### config.mk
export PLATFORM = sky130hd
export DESIGN_NAME = most_diverse_string_select_top
export DESIGN_NICKNAME = d
export VERILOG_FILES = /design/src/sv/mdss_pkg.sv /design/src/sv/mdss_ram.sv /design/src/sv/mdss_ctrl.sv /design/src/sv/mdss_dp.sv /design/src/sv/most_diverse_string_select_top.sv
export SDC_FILE = /design/constraint.sdc
export NUM_CORES = 1
export LEC_CHECK = 0
export BUFFER_PORTS_ARGS = -buffer_cell sky130_fd_sc_hd__buf_2
export CAP_MARGIN = 40
export CORE_AREA = 2 2 290 263
export DETAILED_ROUTE_END_ITERATION = 10
export DIE_AREA = 0 0 292 265
export HOLD_SLACK_MARGIN = 0.15
export PLACE_DENSITY_LB_ADDON = 0.1
export SYNTH_ARGS = -nofsm -noshare
export SYNTH_HDL_FRONTEND = slang
export SYNTH_SLANG_ARGS = --single-unit
export TNS_END_PERCENT = 20
### constraint.sdc
create_clock -name clk -period 19.5 [get_ports clk]
set_input_delay 2.925 -clock clk [delete_from_list [all_inputs] [get_ports clk]]
set_output_delay 2.925 -clock clk [all_outputs]
set_load 0.005 [all_outputs]
### src/sv/mdss_pkg.sv
package mdss_pkg;

  // Default capacity of the count store
  localparam int MAX_STRINGS_DEF = 32;
  // Results emitted per set at most
  localparam int EMIT_LIMIT      = 32;

  localparam int CHAR_W  = 8;
  localparam int COUNT_W = 9;
  localparam int INDEX_W = 5;
  localparam int EMIT_W  = 6;
  localparam int NUM_SYMBOLS = 256;

  // Controller to datapath
  typedef struct packed {
    logic take;   // input item accepted this cycle
    logic emit;   // emit pass running
  } cmd_t;

  // Datapath to controller
  typedef struct packed {
    logic done;   // last result of the set is found this cycle
  } sts_t;

endpackage

### src/sv/mdss_ram.sv
module mdss_ram #(
  parameter int WIDTH = 9,
  parameter int DEPTH = 32
) (
  input  logic                                   clk,
  input  logic                                   we,
  input  logic [((DEPTH > 1) ? $clog2(DEPTH) : 1)-1:0] waddr,
  input  logic [WIDTH-1:0]                       wdata,
  input  logic                                   re,
  input  logic [((DEPTH > 1) ? $clog2(DEPTH) : 1)-1:0] raddr,
  output logic [WIDTH-1:0]                       rdata
);

  logic [WIDTH-1:0] mem [DEPTH];
  logic [WIDTH-1:0] rdata_r;

  // Single write port, registered read port
  always_ff @(posedge clk) begin
    if (we) begin
      mem[waddr] <= wdata;
    end
    if (re) begin
      rdata_r <= mem[raddr];
    end
  end

  assign rdata = rdata_r;

endmodule

### src/sv/mdss_ctrl.sv
module mdss_ctrl (
  input  logic               clk,
  input  logic               rst_n,
  input  logic               start,
  input  logic               end_of_set,
  input  mdss_pkg::sts_t     sts,
  output logic               busy,
  output mdss_pkg::cmd_t     cmd
);

  localparam logic ST_COLLECT = 1'b0;
  localparam logic ST_EMIT    = 1'b1;

  logic state_r;
  logic state_nxt;
  logic take;

  assign busy = (state_r == ST_EMIT);
  assign take = start && !busy;

  // Commands
  always_comb begin
    cmd.take = take;
    cmd.emit = (state_r == ST_EMIT);
  end

  // Next state
  always_comb begin
    state_nxt = state_r;
    unique case (state_r)
      ST_COLLECT: begin
        if (take && end_of_set) begin
          state_nxt = ST_EMIT;
        end
      end
      ST_EMIT: begin
        if (sts.done) begin
          state_nxt = ST_COLLECT;
        end
      end
      default: state_nxt = ST_COLLECT;
    endcase
  end

  always_ff @(posedge clk) begin
    if (!rst_n) begin
      state_r <= ST_COLLECT;
    end else begin
      state_r <= state_nxt;
    end
  end

endmodule

### src/sv/mdss_dp.sv
module mdss_dp #(
  parameter int MAX_STRINGS = mdss_pkg::MAX_STRINGS_DEF
) (
  input  logic                          clk,
  input  logic                          rst_n,
  input  mdss_pkg::cmd_t                cmd,
  output mdss_pkg::sts_t                sts,
  input  logic [mdss_pkg::CHAR_W-1:0]   char_code,
  input  logic                          char_valid,
  input  logic                          end_of_string,
  input  logic                          end_of_set,
  output logic                          out_strobe,
  output logic [mdss_pkg::INDEX_W-1:0]  out_string_index,
  output logic [mdss_pkg::COUNT_W-1:0]  out_distinct_count,
  output logic                          out_strings_dropped,
  output logic                          out_last_result
);

  localparam int AW    = (MAX_STRINGS > 1) ? $clog2(MAX_STRINGS) : 1;
  localparam int LW    = $clog2(MAX_STRINGS + 1);
  localparam int CMP_W = (LW > mdss_pkg::EMIT_W) ? LW : mdss_pkg::EMIT_W;
  localparam int CW    = mdss_pkg::COUNT_W;
  localparam int EW    = mdss_pkg::EMIT_W;

  // Collect side state
  logic [mdss_pkg::NUM_SYMBOLS-1:0] seen_r, seen_nxt;
  logic [CW-1:0] cur_r, cur_nxt;
  logic [LW-1:0] loaded_r, loaded_nxt;
  logic [CW-1:0] best_r, best_nxt;
  logic [LW-1:0] match_cnt_r, match_cnt_nxt;
  logic          ovf_r, ovf_nxt;

  // Emit side state
  logic [LW-1:0] rd_idx_r, rd_idx_nxt;
  logic          rd_vld_r, rd_vld_nxt;
  logic [AW-1:0] rd_pos_r, rd_pos_nxt;
  logic [EW-1:0] emitted_r, emitted_nxt;

  // Output registers
  logic                         strobe_r, strobe_nxt;
  logic [mdss_pkg::INDEX_W-1:0] idx_r, idx_nxt;
  logic [CW-1:0]                cnt_r, cnt_nxt;
  logic                         drop_r, drop_nxt;
  logic                         last_r, last_nxt;

  logic          new_char;
  logic [CW-1:0] closed_cnt;
  logic          close_str;
  logic          store_we;
  logic          rd_en;
  logic [CW-1:0] rd_data;
  logic [CMP_W-1:0] mc_ext;
  logic [CMP_W-1:0] lim_ext;
  logic [EW-1:0] target;
  logic          hit;
  logic          hit_last;

  // Count of the string including this item's character
  assign new_char   = cmd.take && char_valid && !seen_r[char_code];
  assign closed_cnt = cur_r + CW'(new_char);
  assign close_str  = cmd.take && (end_of_string || end_of_set);
  assign store_we   = close_str && (loaded_r < LW'(MAX_STRINGS));

  // Emit pass: read stored counts in order
  assign rd_en = cmd.emit && (rd_idx_r < loaded_r);

  mdss_ram #(
    .WIDTH (CW),
    .DEPTH (MAX_STRINGS)
  ) u_store (
    .clk   (clk),
    .we    (store_we),
    .waddr (loaded_r[AW-1:0]),
    .wdata (closed_cnt),
    .re    (rd_en),
    .raddr (rd_idx_r[AW-1:0]),
    .rdata (rd_data)
  );

  // Number of results for this set, capped by the emit limit
  assign mc_ext  = CMP_W'(match_cnt_r);
  assign lim_ext = CMP_W'(mdss_pkg::EMIT_LIMIT);
  assign target  = (mc_ext > lim_ext) ? EW'(lim_ext) : EW'(mc_ext);

  assign hit      = rd_vld_r && (rd_data == best_r) && (emitted_r < target);
  assign hit_last = hit && ((emitted_r + EW'(1)) == target);

  assign sts.done = hit_last;

  // Next state
  always_comb begin
    seen_nxt      = seen_r;
    cur_nxt       = cur_r;
    loaded_nxt    = loaded_r;
    best_nxt      = best_r;
    match_cnt_nxt = match_cnt_r;
    ovf_nxt       = ovf_r;
    rd_idx_nxt    = rd_idx_r;
    rd_vld_nxt    = rd_en;
    rd_pos_nxt    = rd_idx_r[AW-1:0];
    emitted_nxt   = emitted_r;
    strobe_nxt    = hit;
    idx_nxt       = idx_r;
    cnt_nxt       = cnt_r;
    drop_nxt      = drop_r;
    last_nxt      = last_r;

    // Mark the character seen
    if (new_char) begin
      seen_nxt[char_code] = 1'b1;
      cur_nxt = closed_cnt;
    end

    // Close the string: store count, track maximum and its multiplicity; when full, flag overflow
    if (close_str) begin
      seen_nxt = '0;
      cur_nxt  = '0;
      if (store_we) begin
        loaded_nxt = loaded_r + LW'(1);
        if (closed_cnt > best_r) begin
          best_nxt      = closed_cnt;
          match_cnt_nxt = LW'(1);
        end else if (closed_cnt == best_r) begin
          match_cnt_nxt = match_cnt_r + LW'(1);
        end
      end else begin
        ovf_nxt = 1'b1;
      end
    end

    if (rd_en) begin
      rd_idx_nxt = rd_idx_r + LW'(1);
    end

    // Result register
    if (hit) begin
      emitted_nxt = emitted_r + EW'(1);
      idx_nxt     = mdss_pkg::INDEX_W'(rd_pos_r);
      cnt_nxt     = rd_data;
      drop_nxt    = ovf_r;
      last_nxt    = hit_last;
    end

    // Set finished: back to the empty state
    if (hit_last) begin
      loaded_nxt    = '0;
      best_nxt      = '0;
      match_cnt_nxt = '0;
      ovf_nxt       = 1'b0;
      rd_idx_nxt    = '0;
      rd_vld_nxt    = 1'b0;
      emitted_nxt   = '0;
    end
  end

  // Control registers
  always_ff @(posedge clk) begin
    if (!rst_n) begin
      seen_r      <= '0;
      cur_r       <= '0;
      loaded_r    <= '0;
      best_r      <= '0;
      match_cnt_r <= '0;
      ovf_r       <= 1'b0;
      rd_idx_r    <= '0;
      rd_vld_r    <= 1'b0;
      emitted_r   <= '0;
      strobe_r    <= 1'b0;
    end else begin
      seen_r      <= seen_nxt;
      cur_r       <= cur_nxt;
      loaded_r    <= loaded_nxt;
      best_r      <= best_nxt;
      match_cnt_r <= match_cnt_nxt;
      ovf_r       <= ovf_nxt;
      rd_idx_r    <= rd_idx_nxt;
      rd_vld_r    <= rd_vld_nxt;
      emitted_r   <= emitted_nxt;
      strobe_r    <= strobe_nxt;
    end
  end

  // Payload registers
  always_ff @(posedge clk) begin
    rd_pos_r <= rd_pos_nxt;
    idx_r    <= idx_nxt;
    cnt_r    <= cnt_nxt;
    drop_r   <= drop_nxt;
    last_r   <= last_nxt;
  end

  assign out_strobe          = strobe_r;
  assign out_string_index    = idx_r;
  assign out_distinct_count  = cnt_r;
  assign out_strings_dropped = drop_r;
  assign out_last_result     = last_r;

endmodule

### src/sv/most_diverse_string_select_top.sv
// Most diverse string select.
// Input channel: characters arrive one item per clock; an item is taken on
// a rising edge with start high and busy low. Each item carries a byte
// (in_char_code, used when in_char_valid is high) and end marks for the
// string (in_end_of_string) and the whole set (in_end_of_set).
// While collecting, busy stays low and one item is taken every cycle with
// start high; the distinct-byte count of a string is stored when it closes.
// After the item with in_end_of_set, busy rises and the stored counts are
// read back one per cycle from the count memory. Every string whose count
// equals the set's maximum gives one result (at most EMIT_LIMIT per set),
// in string order, on the out_ ports for one cycle with out_strobe high;
// out_last_result marks the final one. The emit pass reads through the
// single read port of the count memory; it ends with the last result and
// busy falls in the cycle that result is shown.
// Strings closing once MAX_STRINGS are stored are dropped and flagged in
// out_strings_dropped. The receiver cannot stall: results are never held.
// Reset (rst_n low, synchronous) empties the set and clears out_strobe.
module most_diverse_string_select_top #(
  parameter int MAX_STRINGS = mdss_pkg::MAX_STRINGS_DEF
) (
  input  logic                          clk,
  input  logic                          rst_n,
  input  logic                          start,
  output logic                          busy,
  input  logic [mdss_pkg::CHAR_W-1:0]   in_char_code,
  input  logic                          in_char_valid,
  input  logic                          in_end_of_string,
  input  logic                          in_end_of_set,
  output logic                          out_strobe,
  output logic [mdss_pkg::INDEX_W-1:0]  out_string_index,
  output logic [mdss_pkg::COUNT_W-1:0]  out_distinct_count,
  output logic                          out_strings_dropped,
  output logic                          out_last_result
);

  mdss_pkg::cmd_t cmd;
  mdss_pkg::sts_t sts;

  // Sequencer
  mdss_ctrl u_ctrl (
    .clk        (clk),
    .rst_n      (rst_n),
    .start      (start),
    .end_of_set (in_end_of_set),
    .sts        (sts),
    .busy       (busy),
    .cmd        (cmd)
  );

  // Counting, storage and emit path
  mdss_dp #(
    .MAX_STRINGS (MAX_STRINGS)
  ) u_dp (
    .clk                 (clk),
    .rst_n               (rst_n),
    .cmd                 (cmd),
    .sts                 (sts),
    .char_code           (in_char_code),
    .char_valid          (in_char_valid),
    .end_of_string       (in_end_of_string),
    .end_of_set          (in_end_of_set),
    .out_strobe          (out_strobe),
    .out_string_index    (out_string_index),
    .out_distinct_count  (out_distinct_count),
    .out_strings_dropped (out_strings_dropped),
    .out_last_result     (out_last_result)
  );

endmodule

# Word level (Yosys, flattened, before mapping)
# Memories as Yosys holds them, arrays and structs flattened. A register that Yosys moved wholly into a read port is not among the register bits.
# Index checks and enable logic that the tools add are counted.
# op_classes
n_reduce_logical,21
bitwise_logic,4
n_eq_ne,3
n_lt_le_gt_ge,7
muxes,12
n_addsub,5
# op_table
op,n
$or A256 B256 Y256,1
$add A6 B1 Y6 const B,4
$eq A9 B9 Y1,2
$mux W6,3
$lt A6 B6 Y1,2
$logic_and A1 B1 Y1,11
$add A9 B1 Y9,1
$gt A9 B9 Y1,1
$lt A8 B9 Y1 const B,1
$bmux W1 S8,1
$demux W1 S8,1
$ge A8 B1 Y1 const B,1
$eq A6 B6 Y1,1
$gt A6 B6 Y1 const B,1
$lt A6 B6 Y1 const B,1
$mux W1,6
$reduce_and A3 Y1,2
$reduce_and A2 Y1,2
$reduce_or A2 Y1,2
$not A1 Y1,3
$logic_not A1 Y1,2
$pmux W1 S2,1
$reduce_bool A2 Y1,1
$logic_or A1 B1 Y1,1
# totals
input_bits,14
word_cells,69
mem_count,1
out_inout_bits,18
ff_bits,323
ram_bits,288
# memory_table
memory,words,word_bits,read_ports,rd_clocked_by_memory_dff,write_ports,line,source
u_dp.u_store.mem,32,9,1,1,1,mdss_ram.sv:14,logic [WIDTH-1:0] mem [DEPTH];

# Longest topological paths before layout
# Gate-level depths: netlist of run 1.
# logic_depth
depth_word,8
mapped_depth,27
mapped_depth_nobuf,20

# Cells and area by module
# From an unflattened synthesis of run 1, not the netlist that was laid out.
# hier_totals
hier_cells,1960
hier_area_um2,25423.1
# by_module_without_submodules
module,area_each_um2,cells_each,seq_area_each_um2,instances
mdss_dp,13989.7,1490,6606.3,1
mdss_ram,11372.2,463,8918.6,1
mdss_ctrl,61.3,7,20.0,1

# Worst setup path before layout of run 1
# OpenSTA, ideal clock, no wires.
# synth_path
path_kind,input-to-reg
startpoint,input in_char_code[1] (netlist name)
endpoint,register u_dp.best_r[7]
path_buffers,7
t_required_ns,19.414
cell_stages,27
slack_ns,10.423
setup_ns,0.086
arrival_ns,8.991
cell_sequence,buf_4 buf_2 buf_2 mux4_2 a22oi_1 o21ai_0 a21oi_1 nand4_1 or3_1 buf_2 buf_6 buf_6 inv_1 ha_1 ha_1 nand3_1 nor2_1 nand3_1 xnor2_1 ha_1 nand4_1 nor3_1 nor3_1 o21ai_1 clkbuf_1 nor2_1 a211oi_1
# synth_via
elab_chain_cells,7
# synth_rtl
item,line,source
start: declaration,most_diverse_string_select_top.sv:25,"input logic [mdss_pkg::CHAR_W-1:0] in_char_code,"
$bmux W1 S8,mdss_dp.sv:59,assign new_char = cmd.take && char_valid && !seen_r[char_code];
$mux W1 (implied by the code),mdss_dp.sv:59,
$logic_not A1 Y1,mdss_dp.sv:59,
$logic_and A1 B1 Y1,mdss_dp.sv:59,
named net u_dp.new_char,mdss_dp.sv:46,logic new_char;
$add A9 B1 Y9,mdss_dp.sv:60,assign closed_cnt = cur_r + CW'(new_char);
named net u_dp.closed_cnt[8],mdss_dp.sv:47,logic [CW-1:0] closed_cnt;
$gt A9 B9 Y1,mdss_dp.sv:120,if (closed_cnt > best_r) begin
$reduce_and A3 Y1 (no source line),n/a,
end signal: assignment,mdss_dp.sv:173,best_r <= best_nxt;
end: declaration,mdss_dp.sv:29,"logic [CW-1:0] best_r, best_nxt;"
# The timed path passes the listed nets, and every way through them passes these cells. The select of a mux whose other input is x is not followed.
# A chain may end at the register's enable or synchronous reset.

# Worst setup path after layout of run 1
# layout_path
startpoint,input in_char_code[3] (netlist name)
endpoint,register u_dp.match_cnt_r[3]
# layout_via
elab_chain_cells,8
elab_cells_between_ends,10
classes_between,add/sub: 1; order compare: 1; eq/ne: 1; mux: 3; reduce/logical: 4
# layout_rtl
item,line,source
$bmux W1 S8 (*),mdss_dp.sv:59,
$mux W1 (implied by the code) (*),mdss_dp.sv:59,
$logic_not A1 Y1 (*),mdss_dp.sv:59,
$logic_and A1 B1 Y1 (*),mdss_dp.sv:59,
named net u_dp.new_char,mdss_dp.sv:46,
$add A9 B1 Y9 (*),mdss_dp.sv:60,
named net u_dp.closed_cnt[8],mdss_dp.sv:47,
$gt A9 B9 Y1 / $eq A9 B9 Y1 (equally long branches),"mdss_dp.sv:120, mdss_dp.sv:123",
$reduce_bool A2 Y1 (no source line),n/a,
$reduce_and A3 Y1 (no source line),n/a,
end signal: assignment,mdss_dp.sv:174,match_cnt_r <= match_cnt_nxt;
end: declaration,mdss_dp.sv:30,"logic [LW-1:0] match_cnt_r, match_cnt_nxt;"
# The timed path passes the listed nets; every way through them passes the cells marked *. The select of a mux whose other input is x is not followed.

==> summary.md, run 1 <==
| Metric | Value |
|---|---|
| Fillers | 6891 |
| Post-route setup TNS | 0 ns |
| Syn-to-layout area delta | 15.2% |
| Vias per cell | 5.43 |
| Cell area after synthesis | 25800 µm² |
| Worst Tran Pin Value | 0.840 ns |
| Flops & latches, synth | 620 |
| Area of the multi-input gates | 9570 µm² |
| Worst reg2reg path depth | 22 |
| Syn avg cell area | 13.6 µm² |
| Number of flops mapped to enable cells by yosys | 313 |
| Worst rel slew slack | 43.9% |
| Clk root buf | clkbuf_16 |
| Wire per inst | 23.3 µm |
| WHS | 0.406 ns |
| Routed wire length | 68700 µm |
| FF/Latch Area | 15600 µm² |
| Die span in y | 265 µm |
| Clock buffer depth | 3 |
| Max Cap Viol | 0 |
| WS Path Type | input port to register |
| Post-layout min period | 9.93 ns |
| VDD IR max | 0.0474 mV |
| Yosys warns | 0 |
| Worst flop-to-flop path startpoint | u_dp.seen_r[171]$_SDFFE_PP0P_ |
| Wl on met1 | 34300 µm |
| Flop pwr share | 48.2% |
| Post-synth top area cell | edfxtp_1 |
| Clock Power Share | 45.8% |
| Detailed-placement wirelength estimate | 42500 µm |
| Largest net degree at the start of global routing | 75 |
| Clk Latency, worst-skew pair | 0.61 ns |
| Initial drt markers | 1232 |
| Antenna violations before repair | 3 |
| Post-CTS Setup Bufs | 0 |
| Layout cells sized above 1 | 19.6% |
| Synth Flop Type | edfxtp_1 |
| Hold Crit Start | u_dp.rd_pos_r[4]$_DFF_P_ |
| H-tree depth | 3 |
| Largest cells by area after synthesis | edfxtp_1 36%, dfxtp_1 24%, mux4_2 13% |
| Starting Density | 34.7% |
| Ys async rst share | 0% |
| Hold buffers post-CTS | 0 |
| Vias in the first global route | 15973 |
| Max-slew violation count | 0 |
| I/O pins | 32 |
| CP arrival | 10.45 ns |
| Power Density | 96.0 nW/µm² |
| P_int | 2200 µW |
| Final Hold Viols | 0 |
| Site Rows | 95 |
| RSZ-0062 raised after global routing | no |
| Req. time, crit path | 20.02 ns |
| Routability Congestion | 0.721 |
| CTS sink cnt | 620 |
| Fmax | 101 MHz |
| Met3 routed WL | 3510 µm |
| Routed Antenna Nets | 0 |
| Most frequent cells after synthesis | 313 x edfxtp_1, 307 x dfxtp_1, 262 x o21a_1 |
| Dominant cell by count in the synthesized netlist | edfxtp_1 |
| WHS Endpoint | u_dp.out_string_index[4]$_DFFE_PP_ |
| Final setup viols | 0 |
| Drt drc | 0 |
| Cells after Synth | 1896 |
| CP max FO | 53 |
| Setup slack, reg-to-reg | 12.66 ns |
| CP endpoint kind | register |
| Clk slew on worst S/H paths | 0.05 ns |
| Share of the cycle needed by the critical path after routing | 50.9% |
| GRT Util Overall | 18.0% |
| CTS tree | yes |
| TritonCTS Buffers | 70 |
| Core Area | 74300 µm² |
| Switching share of power | 22.7% |
| Via count | 16028 |
| Crit start category | input port |
| Met2 Wirelength | 29900 µm |
| Clock skew | 0.0274 ns |
| Reg-to-Reg End | u_dp.match_cnt_r[3]$_SDFFE_PP0P_ |
| Total net switching power | 649 µW |
| Final net count | 1973 |
| Min-Delay Path Class | register to register |
| First-pass GRT wire length | 105000 µm |
| Post-CTS Resized | 0 |
| ANT cells | 0 |
| DR top layer | met4 |
| Post-synthesis sequential area ratio | 60.2% |
| Logic pwr share | 6.0% |
| Die Span X | 292 µm |
| Die footprint | 77400 µm² |
| Yosys cell types | 51 |
| Gr ovfl total | 0 |
| Post-synth top area share | 36.4% |
| Net Count, Synth | 1940 |
| Leakage power | 0.00966 µW |
| Status | complete, no violations |
| # port buffers | 31 |
| DR pass1 iterations | 5 |
| Cell depth of the worst hold path | 0 |
## metrics by stage
| step | power (µW) | area (µm²) | cells | setup WS, ns | util [%] |
|---|---|---|---|---|---|
| 6_report | 2850 | 29700 | 2952 | 9.57 | 40.0 |
| 3_5_place_dp | 1580 | 27400 | 2826 | 9.07 | 36.9 |
| 2_1_floorplan | 1520 | 25800 | 1896 | 10.42 | - |
| 4_1_cts | 2890 | 29700 | 2951 | 9.69 | 40.0 |
| 3_3_place_gp | 1570 | 26900 | 2784 | 8.98 | 36.2 |
| 5_1_grt | 2960 | 29700 | 2952 | 9.20 | 40.0 |
## critical path, stage by stage
cell     delay, ns
buf_2         0.57
buf_4         0.54
mux4_2        0.39
mux2i_1       0.21
o21ai_1       0.11
o31ai_1       0.67
nand4_1       0.46
or3_4         0.71
inv_1         0.20
ha_1          0.20
ha_1          0.24
nand3_1       0.21
nor2_1        0.32
nand3_1       0.19
xnor2_2       0.16
buf_4         0.24
ha_1          0.34
nand4_1       0.11
nor3_1        0.57
nor3_1        0.10
o21ai_1       0.40
buf_6         0.23
nand3_1       0.14
a21oi_1       0.15
## metal layers
layer / vias up / GRT usage (%)
met3: 73 / 3.55
met4: 0 / 4.54
met2: 344 / 26.3
met5: - / 0
li1: 7371 / -
met1: 8240 / 27.1
## power by group through the flow
| stage | Sequential (µW) | Combinational, µW | Clock, µW |
|---|---|---|---|
| final | 1380 | 171 | 1310 |
| after global routing | 1380 | 186 | 1390 |
| after CTS | 1380 | 172 | 1340 |
| after detailed placement | 1400 | 171 | 0 |
| after global placement | 1410 | 159 | 0 |
| after floorplan | 1400 | 119 | 0 |
## area by class of cell
| class | instances | area share (%) |
|---|---|---|
| flip-flops and latches | 620 | 52.3 |
| multi-input cells | 1099 | 32.2 |
| clock buffers | 99 | 6.85 |
| well taps | 970 | 4.08 |
| repair buffers | 112 | 3.40 |
| clock inverters | 26 | 0.804 |
| inverters | 26 | 0.328 |
## cell usage in the layout, fill, tap and decap left out, types with 13 or more instances in the layout
master,count
o21ai_0,14
a21oi_1,13
edfxtp_1,313
inv_1,25
nor2_1,85
a211oi_1,14
ha_1,30
dfxtp_1,305
mux2i_1,21
nand3_1,36
mux4_2,153
buf_4,62
clkbuf_1,16
xnor2_1,27
o21a_1,262
nor3_1,232
nor2b_1,20
buf_2,29
clkbuf_16,74
nor4_1,38
nand2_1,51
## worst max path at each step
| stage | startpoint | slack, ns | depth (start not counted) | end |
|---|---|---|---|---|
| floorplan | in_char_code[1] | 10.42 | 27 | u_dp.best_r[7]$_SDFFE_PP0P_ |
| global placement | in_char_code[3] | 8.98 | 23 | u_dp.match_cnt_r[3]$_SDFFE_PP0P_ |
| detailed placement | in_char_code[3] | 9.07 | 24 | u_dp.best_r[0]$_SDFFE_PP0P_ |
| CTS | in_char_code[3] | 9.69 | 24 | u_dp.best_r[0]$_SDFFE_PP0P_ |
| global route | in_char_code[3] | 9.20 | 24 | u_dp.match_cnt_r[3]$_SDFFE_PP0P_ |
| finish | in_char_code[3] | 9.57 | 24 | u_dp.match_cnt_r[3]$_SDFFE_PP0P_ |
## kinds of logic (layout without fill, tap and decap cells)
kind of cell / count (synthesis) / in the layout / synth area share [%]
flip-flops: 620 / 620 / 60.2
AND/OR/NAND/NOR: 497 / 497 / 9.51
AO/OA/AOI/OAI: 347 / 347 / 9.86
multiplexers: 183 / 183 / 14.6
buffers and inverters: 177 / 263 / 2.91
XOR/XNOR: 42 / 42 / 1.48
adder cells (fa/ha/maj): 30 / 30 / 1.45
## flip-flops by register name, summed over array words and instances, names as in the netlist, 5 cells and up
signal / count
u_dp.best_r: 9
u_dp.cur_r: 9
u_dp.emitted_r: 6
u_dp.loaded_r: 6
u_dp.match_cnt_r: 6
u_dp.out_distinct_count: 9
u_dp.out_string_index: 5
u_dp.rd_idx_r: 6
u_dp.rd_pos_r: 5
u_dp.seen_r: 256
u_dp.u_store.mem: 288
u_dp.u_store.rdata: 9
Note: power is estimated with default switching activity, not from simulation.
==> run 2: changes to the inputs <==
Clock period 19.5 ns to 9.2 ns, I/O delays scaled along.
==> run 2 against run 1 <==
Compared with the run above: sequential power rose by 110%; power up 110%; clock-buffer cell count grew 3; die area is the same; setup slack got worse by 7.7 ns; critical path depth shrank 2.
==> summary.md, run 2 (synthesis gave the netlist of run 1 again) <==
| Metric | Value |
|---|---|
| Hold buffers post-CTS | 0 (unchanged) |
| WS Path Type | input port to register (unchanged) |
| Die Span X | 292 µm (unchanged) |
| Post-CTS Setup Bufs | 0 (unchanged) |
| Overall Power | 5940 µW (was 2850 µW) |
| I/O pins | 32 (unchanged) |
| Via count | 15971 (was 16028) |
| Clk slew on worst S/H paths | 0.05 ns (about the same) |
| Final Hold Viols | 0 (unchanged) |
| Max reg flops | 288 (unchanged) |
| Biggest regs | u_dp.u_store.mem x288, u_dp.seen_r x256 (unchanged) |
| Routed Antenna Nets | 0 (unchanged) |
| H-tree depth | 3 (unchanged) |
| Antenna violations before repair | 3 (unchanged) |
| Clk Latency, worst-skew pair | 0.60 ns (was 0.61 ns) |
| Post-CTS Resized | 0 (unchanged) |
| TritonCTS Buffers | 70 (unchanged) |
| Commonest non-fill, non-tap cells in the layout | 313 x edfxtp_1, 305 x dfxtp_1, 262 x o21a_1, 232 x nor3_1, 153 x mux4_2 (unchanged) |
| Power Density | 201 nW/µm² (was 96.0 nW/µm²) |
| Syn-to-layout area delta | 14.6% (was 15.2%) |
| Status | complete, no violations (unchanged) |
| Max-slew violation count | 0 (unchanged) |
| Starting Density | 34.7% (unchanged) |
| Final net count | 1970 (was 1973) |
| Crit start category | input port (unchanged) |
| Fmax | 137 MHz |
| Routability Congestion | 0.768 (was 0.721) |
| Req. time, crit path | 9.72 ns (was 20.02 ns) |
| CP arrival | 7.83 ns (was 10.45 ns) |
| Post-place instance area | 27400 µm² (about the same) |
| Detailed-placement wirelength estimate | 41000 µm (was 42500 µm) |
| RSZ-0062 raised after global routing | no (unchanged) |
| DR pass1 iterations | 5 (unchanged) |
| Core Area | 74300 µm² (unchanged) |
| Worst Tran Pin Value | 1.27 ns (was 0.840 ns) |
| Final setup viols | 0 (unchanged) |
| CP max FO | 41 (was 53) |
| Share of the cycle needed by the critical path after routing | 79.4% |
| Die footprint | 77400 µm² (unchanged) |
| Leakage power | 0.00961 µW (was 0.00966 µW) |
| Post-layout min period | 7.30 ns |
| Largest net degree at the start of global routing | 221 (was 75) |
| VDD IR max | 0.126 mV (was 0.0474 mV) |
| GRT Util Overall | 17.3% (was 18.0%) |
| Gr ovfl total | 0 (unchanged) |
| Clock buffer depth | 3 (unchanged) |
| CP endpoint kind | register (unchanged) |
| Routed wire length | 66800 µm (was 68700 µm) |
| Clock skew | 0.0259 ns (was 0.0274 ns) |
| Wire per inst | 22.7 µm (was 23.3 µm) |
| First-pass GRT wire length | 102000 µm (was 105000 µm) |
| Vias per cell | 5.42 (was 5.43) |
| # port buffers | 31 (unchanged) |
| CTS sink cnt | 620 (unchanged) |
| Vias in the first global route | 15884 (was 15973) |
| Most common cell after layout, fill and taps aside | edfxtp_1 (unchanged) |
| Clk root buf | clkbuf_16 (unchanged) |
| Site Rows | 95 (unchanged) |
| Min-Delay Path Class | register to register (unchanged) |
| Post-route cell area | 29600 µm² (was 29700 µm²) |
| CTS tree | yes (unchanged) |
| Drt drc | 0 (unchanged) |
| Layout cells sized above 1 | 19.2% (was 19.6%) |
| ANT cells | 0 (unchanged) |
| Initial drt markers | 1258 (was 1232) |
| Die span in y | 265 µm (unchanged) |
| Top reg by flops | u_dp.u_store.mem (unchanged) |
| Max Cap Viol | 0 (unchanged) |
| Worst rel slew slack | 15.4% (was 43.9%) |
| Post-route setup TNS | 0 ns (unchanged) |
run 2: changes by cell type in the layout (fill, tap and decap cells not counted), sizes merged:
cell	delta
clkinv	-4
buf	-3
clkbuf	+3
bufinv	-2
inv	+1
run 2: report_power, final:
group / total (µW) / switching, µW / leakage (µW) / internal, µW
registers: 2920 / 18.5 / 0.00535 / 2900
logic: 358 / 238 / 0.00320 / 120
clock network: 2660 / 1100 / 0.00107 / 1570
total: 5940 / 1350 / 0.00961 / 4590
run 2: final timing paths:
path                                              to  depth (start not counted)  slack, ns                     startpoint
setup / recovery    u_dp.match_cnt_r[3]$_SDFFE_PP0P_                         22       1.90                in_char_code[1]
hold / removal    u_dp.out_string_index[1]$_DFFE_PP_                          0       0.40       u_dp.rd_pos_r[1]$_DFF_P_
setup reg to reg    u_dp.match_cnt_r[3]$_SDFFE_PP0P_                         21       3.13  u_dp.seen_r[171]$_SDFFE_PP0P_
hold reg to reg   u_dp.out_string_index[1]$_DFFE_PP_                          0       0.40       u_dp.rd_pos_r[1]$_DFF_P_
run 2: area by class of cell:
type,count,area (µm²)
Timing Repair Buffer,109,972
Clock buffer,102,2000
Multi-Input combinational cell,1099,9570
Sequential cell,620,15600
Tap cell,970,1210
Clock inverter,21,169
Inverter,26,97.6
Fill cell,6869,44700
run 2: metrics by stage:
step / hold slack [ns] / cells / utilization (%) / setup WS, ns
2_1_floorplan: 0.367 / 1896 / - / 1.67
3_3_place_gp: 0.389 / 2777 / 36.1 / 1.18
3_5_place_dp: 0.389 / 2824 / 36.9 / 1.23
4_1_cts: 0.403 / 2947 / 39.8 / 1.86
5_1_grt: 0.410 / 2947 / 39.8 / 1.26
6_report: 0.402 / 2947 / 39.8 / 1.90
run 2: worst max-delay path, stage by stage:
cell,delay (ns)
buf_4,0.62
mux4_2,0.59
mux2i_1,0.19
o21ai_1,0.15
o31ai_1,0.66
nand4_1,0.41
or3_4,0.44
inv_1,0.11
ha_1,0.19
ha_1,0.23
nand3_1,0.21
nor2_1,0.32
nand3_1,0.19
xnor2_2,0.17
ha_1,0.29
nand4_1,0.11
nor3_1,0.54
nor3_1,0.09
o21ai_1,0.39
buf_6,0.23
nand3_1,0.14
a21oi_1,0.14
run 2: per-layer routing:
metal / wire length, µm / up-vias / GRT usage [%]
met1: 33600 / 8266 / 26.2
li1: - / 7320 / -
met5: 0 / - / 0
met3: 2850 / 68 / 3.09
met2: 29400 / 317 / 25.8
met4: 1010 / 0 / 3.64
==> run 3: changes to the inputs <==
Clock period 9.2 ns to 5.9 ns, I/O delays scaled along.
==> run 3 against run 2 <==
Compared with the run above: sequential share of layout area fell by 1.5 points; critical path depth up 2; final area rose by 3.0%; register-to-register slack got worse by 2.2 ns; wire length increased by 2.5%; sequential power increased by 56%; non-clock buffer count is 57 higher; clock skew rose by 0.0020 ns; worst hold slack better by 0.0011 ns; highest routed layer unchanged; sequential cell count is the same.
==> summary.md, run 3 (synthesis gave the netlist of run 1 again) <==
| Metric | Value |
|---|---|
| Status | complete, no violations (unchanged) |
| Fmax | 189 MHz |
| Clk Latency, worst-skew pair | 0.62 ns (was 0.60 ns) |
| WHS Endpoint | u_dp.out_string_index[0]$_DFFE_PP_ (was u_dp.out_string_index[1]$_DFFE_PP_) |
| Power Density | 320 nW/µm² (was 201 nW/µm²) |
| Layout cells sized above 1 | 22.7% (was 19.2%) |
| Crit path top cell by count | buf_4 |
| Die footprint | 77400 µm² (unchanged) |
| Top Family by Delay on Critical Path | compound AO/OA/AOI/OAI gates (was simple AND/OR/NAND/NOR gates) |
| Commonest non-fill, non-tap cells in the layout | 313 x edfxtp_1, 305 x dfxtp_1, 262 x o21a_1, 230 x nor3_1, 153 x mux4_2 (was 313 x edfxtp_1, 305 x dfxtp_1, 262 x o21a_1, 232 x nor3_1, 153 x mux4_2) |
| CP endpoint kind | register (unchanged) |
| Top reg by flops | u_dp.u_store.mem (unchanged) |
| CP arrival | 5.84 ns (was 7.83 ns) |
| Max-slew violation count | 0 (unchanged) |
| Max reg flops | 288 (unchanged) |
| Final setup viols | 0 (unchanged) |
| CTS sink cnt | 620 (unchanged) |
| Starting Density | 34.7% (unchanged) |
| Drt drc | 0 (unchanged) |
| Syn-to-layout area delta | 18.1% (was 14.6%) |
| Req. time, crit path | 6.44 ns (was 9.72 ns) |
| Worst rel slew slack | 40.6% (was 15.4%) |
| Worst Tran Pin Value | 0.892 ns (was 1.27 ns) |
| Hold buffers post-CTS | 0 (unchanged) |
| First-pass GRT wire length | 105000 µm (was 102000 µm) |
| CP max FO | 35 (was 41) |
| Final net count | 2029 (was 1970) |
| Post-route setup TNS | 0 ns (unchanged) |
| Post-layout min period | 5.30 ns |
| Largest net degree at the start of global routing | 137 (was 221) |
| Area of the multi-input gates | 9700 µm² (was 9570 µm²) |
| Final Hold Viols | 0 (unchanged) |
| Initial drt markers | 1231 (was 1258) |
| H-tree depth | 3 (unchanged) |
| Setup slack, reg-to-reg | 0.95 ns (was 3.13 ns) |
| WP buf/inv | 6 (was 3) |
| Detailed-placement wirelength estimate | 44000 µm (was 41000 µm) |
| CP max stage delay | 0.43 ns (was 0.66 ns) |
| VDD IR max | 0.199 mV (was 0.126 mV) |
| Share of the cycle needed by the critical path after routing | 89.8% |
| # port buffers | 31 (unchanged) |
| Via count | 16267 (was 15971) |
| Antenna violations before repair | 0 (was 3) |
| Post-CTS Setup Bufs | 0 (unchanged) |
| Finished Layout Cells | 3014 (was 2947) |
| Die Span X | 292 µm (unchanged) |
| Routed Antenna Nets | 0 (unchanged) |
| Vias in the first global route | 16264 (was 15884) |
| Clk slew on worst S/H paths | 0.05 ns (about the same) |
| Worst reg2reg path depth | 20 (was 21) |
| Site Rows | 95 (unchanged) |
| Hold Crit Start | u_dp.rd_pos_r[0]$_DFF_P_ (was u_dp.rd_pos_r[1]$_DFF_P_) |
| Cells after DPL | 2881 (was 2824) |
| Routed wire length | 68500 µm (was 66800 µm) |
| Crit-path cells | buf_4 -> buf_12 -> buf_12 -> nor2b_1 -> a2111oi_0 -> a2111oi_0 -> o31ai_1 -> buf_4 -> nand4_1 -> or3_4 -> inv_1 -> ha_1 -> ha_2 -> nand3_2 -> nor2_4 -> nand3_4 -> xnor2_4 -> ha_1 -> nand4_1 -> a21oi_1 -> o31ai_1 -> buf_4 -> or3_1 -> a21oi_1 (was buf_4 -> mux4_2 -> mux2i_1 -> o21ai_1 -> o31ai_1 -> nand4_1 -> or3_4 -> inv_1 -> ha_1 -> ha_1 -> nand3_1 -> nor2_1 -> nand3_1 -> xnor2_2 -> ha_1 -> nand4_1 -> nor3_1 -> nor3_1 -> o21ai_1 -> buf_6 -> nand3_1 -> a21oi_1) |
| Wire per inst | 22.7 µm (about the same) |
| Fillers | 6818 (was 6869) |
| Most common cell after layout, fill and taps aside | edfxtp_1 (unchanged) |
| Reg-to-Reg End | u_dp.match_cnt_r[3]$_SDFFE_PP0P_ (unchanged) |
| CTS tree | yes (unchanged) |
| GRT Util Overall | 17.9% (was 17.3%) |
| Die span in y | 265 µm (unchanged) |
| Clock buffer depth | 3 (unchanged) |
| Vias per cell | 5.40 (was 5.42) |
| Grt peak-use layer | met1 (unchanged) |
| Crit start category | input port (unchanged) |
| Leakage power | 0.0101 µW (was 0.00961 µW) |
| Biggest regs | u_dp.u_store.mem x288, u_dp.seen_r x256 (unchanged) |
| DR pass1 iterations | 5 (unchanged) |
| I/O pins | 32 (unchanged) |
| Post-place instance area | 28000 µm² (was 27400 µm²) |
| Clock skew | 0.0279 ns (was 0.0259 ns) |
| FF/Latch Area | 15600 µm² (unchanged) |
| Max Cap Viol | 0 (unchanged) |
| Worst flop-to-flop path startpoint | u_dp.seen_r[75]$_SDFFE_PP0P_ (was u_dp.seen_r[171]$_SDFFE_PP0P_) |
| GR Util met1 | 27.1% (was 26.2%) |
| Post-CTS Resized | 0 (unchanged) |
| Core Area | 74300 µm² (unchanged) |
| RSZ-0062 raised after global routing | no (unchanged) |
| TritonCTS Buffers | 72 (was 70) |
| Cell depth of the worst hold path | 0 (unchanged) |
| Final Core Density | 41.0% (was 39.8%) |
| Slowest CP cell | a21oi_1 (was o31ai_1) |
| Post-route cell area | 30500 µm² (was 29600 µm²) |
| Met3 Use GR | 2.79% (was 3.09%) |
| Met2 usage | 26.6% (was 25.8%) |
| WS Path Type | input port to register (unchanged) |
| Clk root buf | clkbuf_16 (unchanged) |
| Gr ovfl total | 0 (unchanged) |
| Min-Delay Path Class | register to register (unchanged) |
| Routability Congestion | 0.767 (was 0.768) |
-- run 3: cell count changes in the layout (fill, tap and decap cells not counted), moves of 4 or more --
cell        previous run  this run
buf_12                 1         9
buf_4                 65       116
buf_6                  1         5
bufinv_16              2         7
clkbuf_1              21        10
clkinv_2               8        12
clkinvlp_4             0         4
-- run 3: per-layer routing --
| metal | wire [µm] | up-vias | share of wire [%] |
|---|---|---|---|
| li1 | - | 7461 | - |
| met1 | 34100 | 8352 | 50 |
| met2 | 30300 | 364 | 44 |
| met3 | 2900 | 90 | 4.2 |
| met4 | 1200 | 0 | 1.8 |
| met5 | 0 | - | 0 |
-- run 3: layout make-up --
cell class / count / area share (%)
clock buffers: 93 / 6.57
multi-input cells: 1099 / 31.8
flip-flops and latches: 620 / 51.0
diodes: 1 / 0.00821
repair buffers: 166 / 4.70
inverters: 26 / 0.320
clock inverters: 39 / 1.55
well taps: 970 / 3.98
-- run 3: worst max path at each step --
stage / startpoint / endpoint / depth (start not counted)
2_1_floorplan: in_char_code[3] / u_dp.match_cnt_r[3]$_SDFFE_PP0P_ / 24
5_1_grt: in_char_code[1] / u_dp.match_cnt_r[3]$_SDFFE_PP0P_ / 24
3_3_place_gp: in_char_code[1] / u_dp.seen_r[117]$_SDFFE_PP0P_ / 15
3_5_place_dp: in_char_code[1] / u_dp.match_cnt_r[3]$_SDFFE_PP0P_ / 23
6_report: in_char_code[1] / u_dp.match_cnt_r[3]$_SDFFE_PP0P_ / 24
4_1_cts: in_char_code[1] / u_dp.match_cnt_r[3]$_SDFFE_PP0P_ / 24
-- run 3: through the flow --
stage / worst slack [ns] / hold WS, ns / power (µW)
after floorplan: -0.0436 / 0.367 / 5060
after global placement: -0.104 / 0.391 / 5270
after detailed placement: -0.0216 / 0.389 / 5290
after CTS: 0.617 / 0.403 / 9880
after global routing: 0.202 / 0.410 / 10100
final: 0.600 / 0.403 / 9760
-- run 3: where the power goes --
group | switching, µW | total, µW | internal (µW)
clock network | 1830 | 4560 | 2730
registers | 30.7 | 4560 | 4520
logic | 399 | 640 | 241
total | 2260 | 9760 | 7500
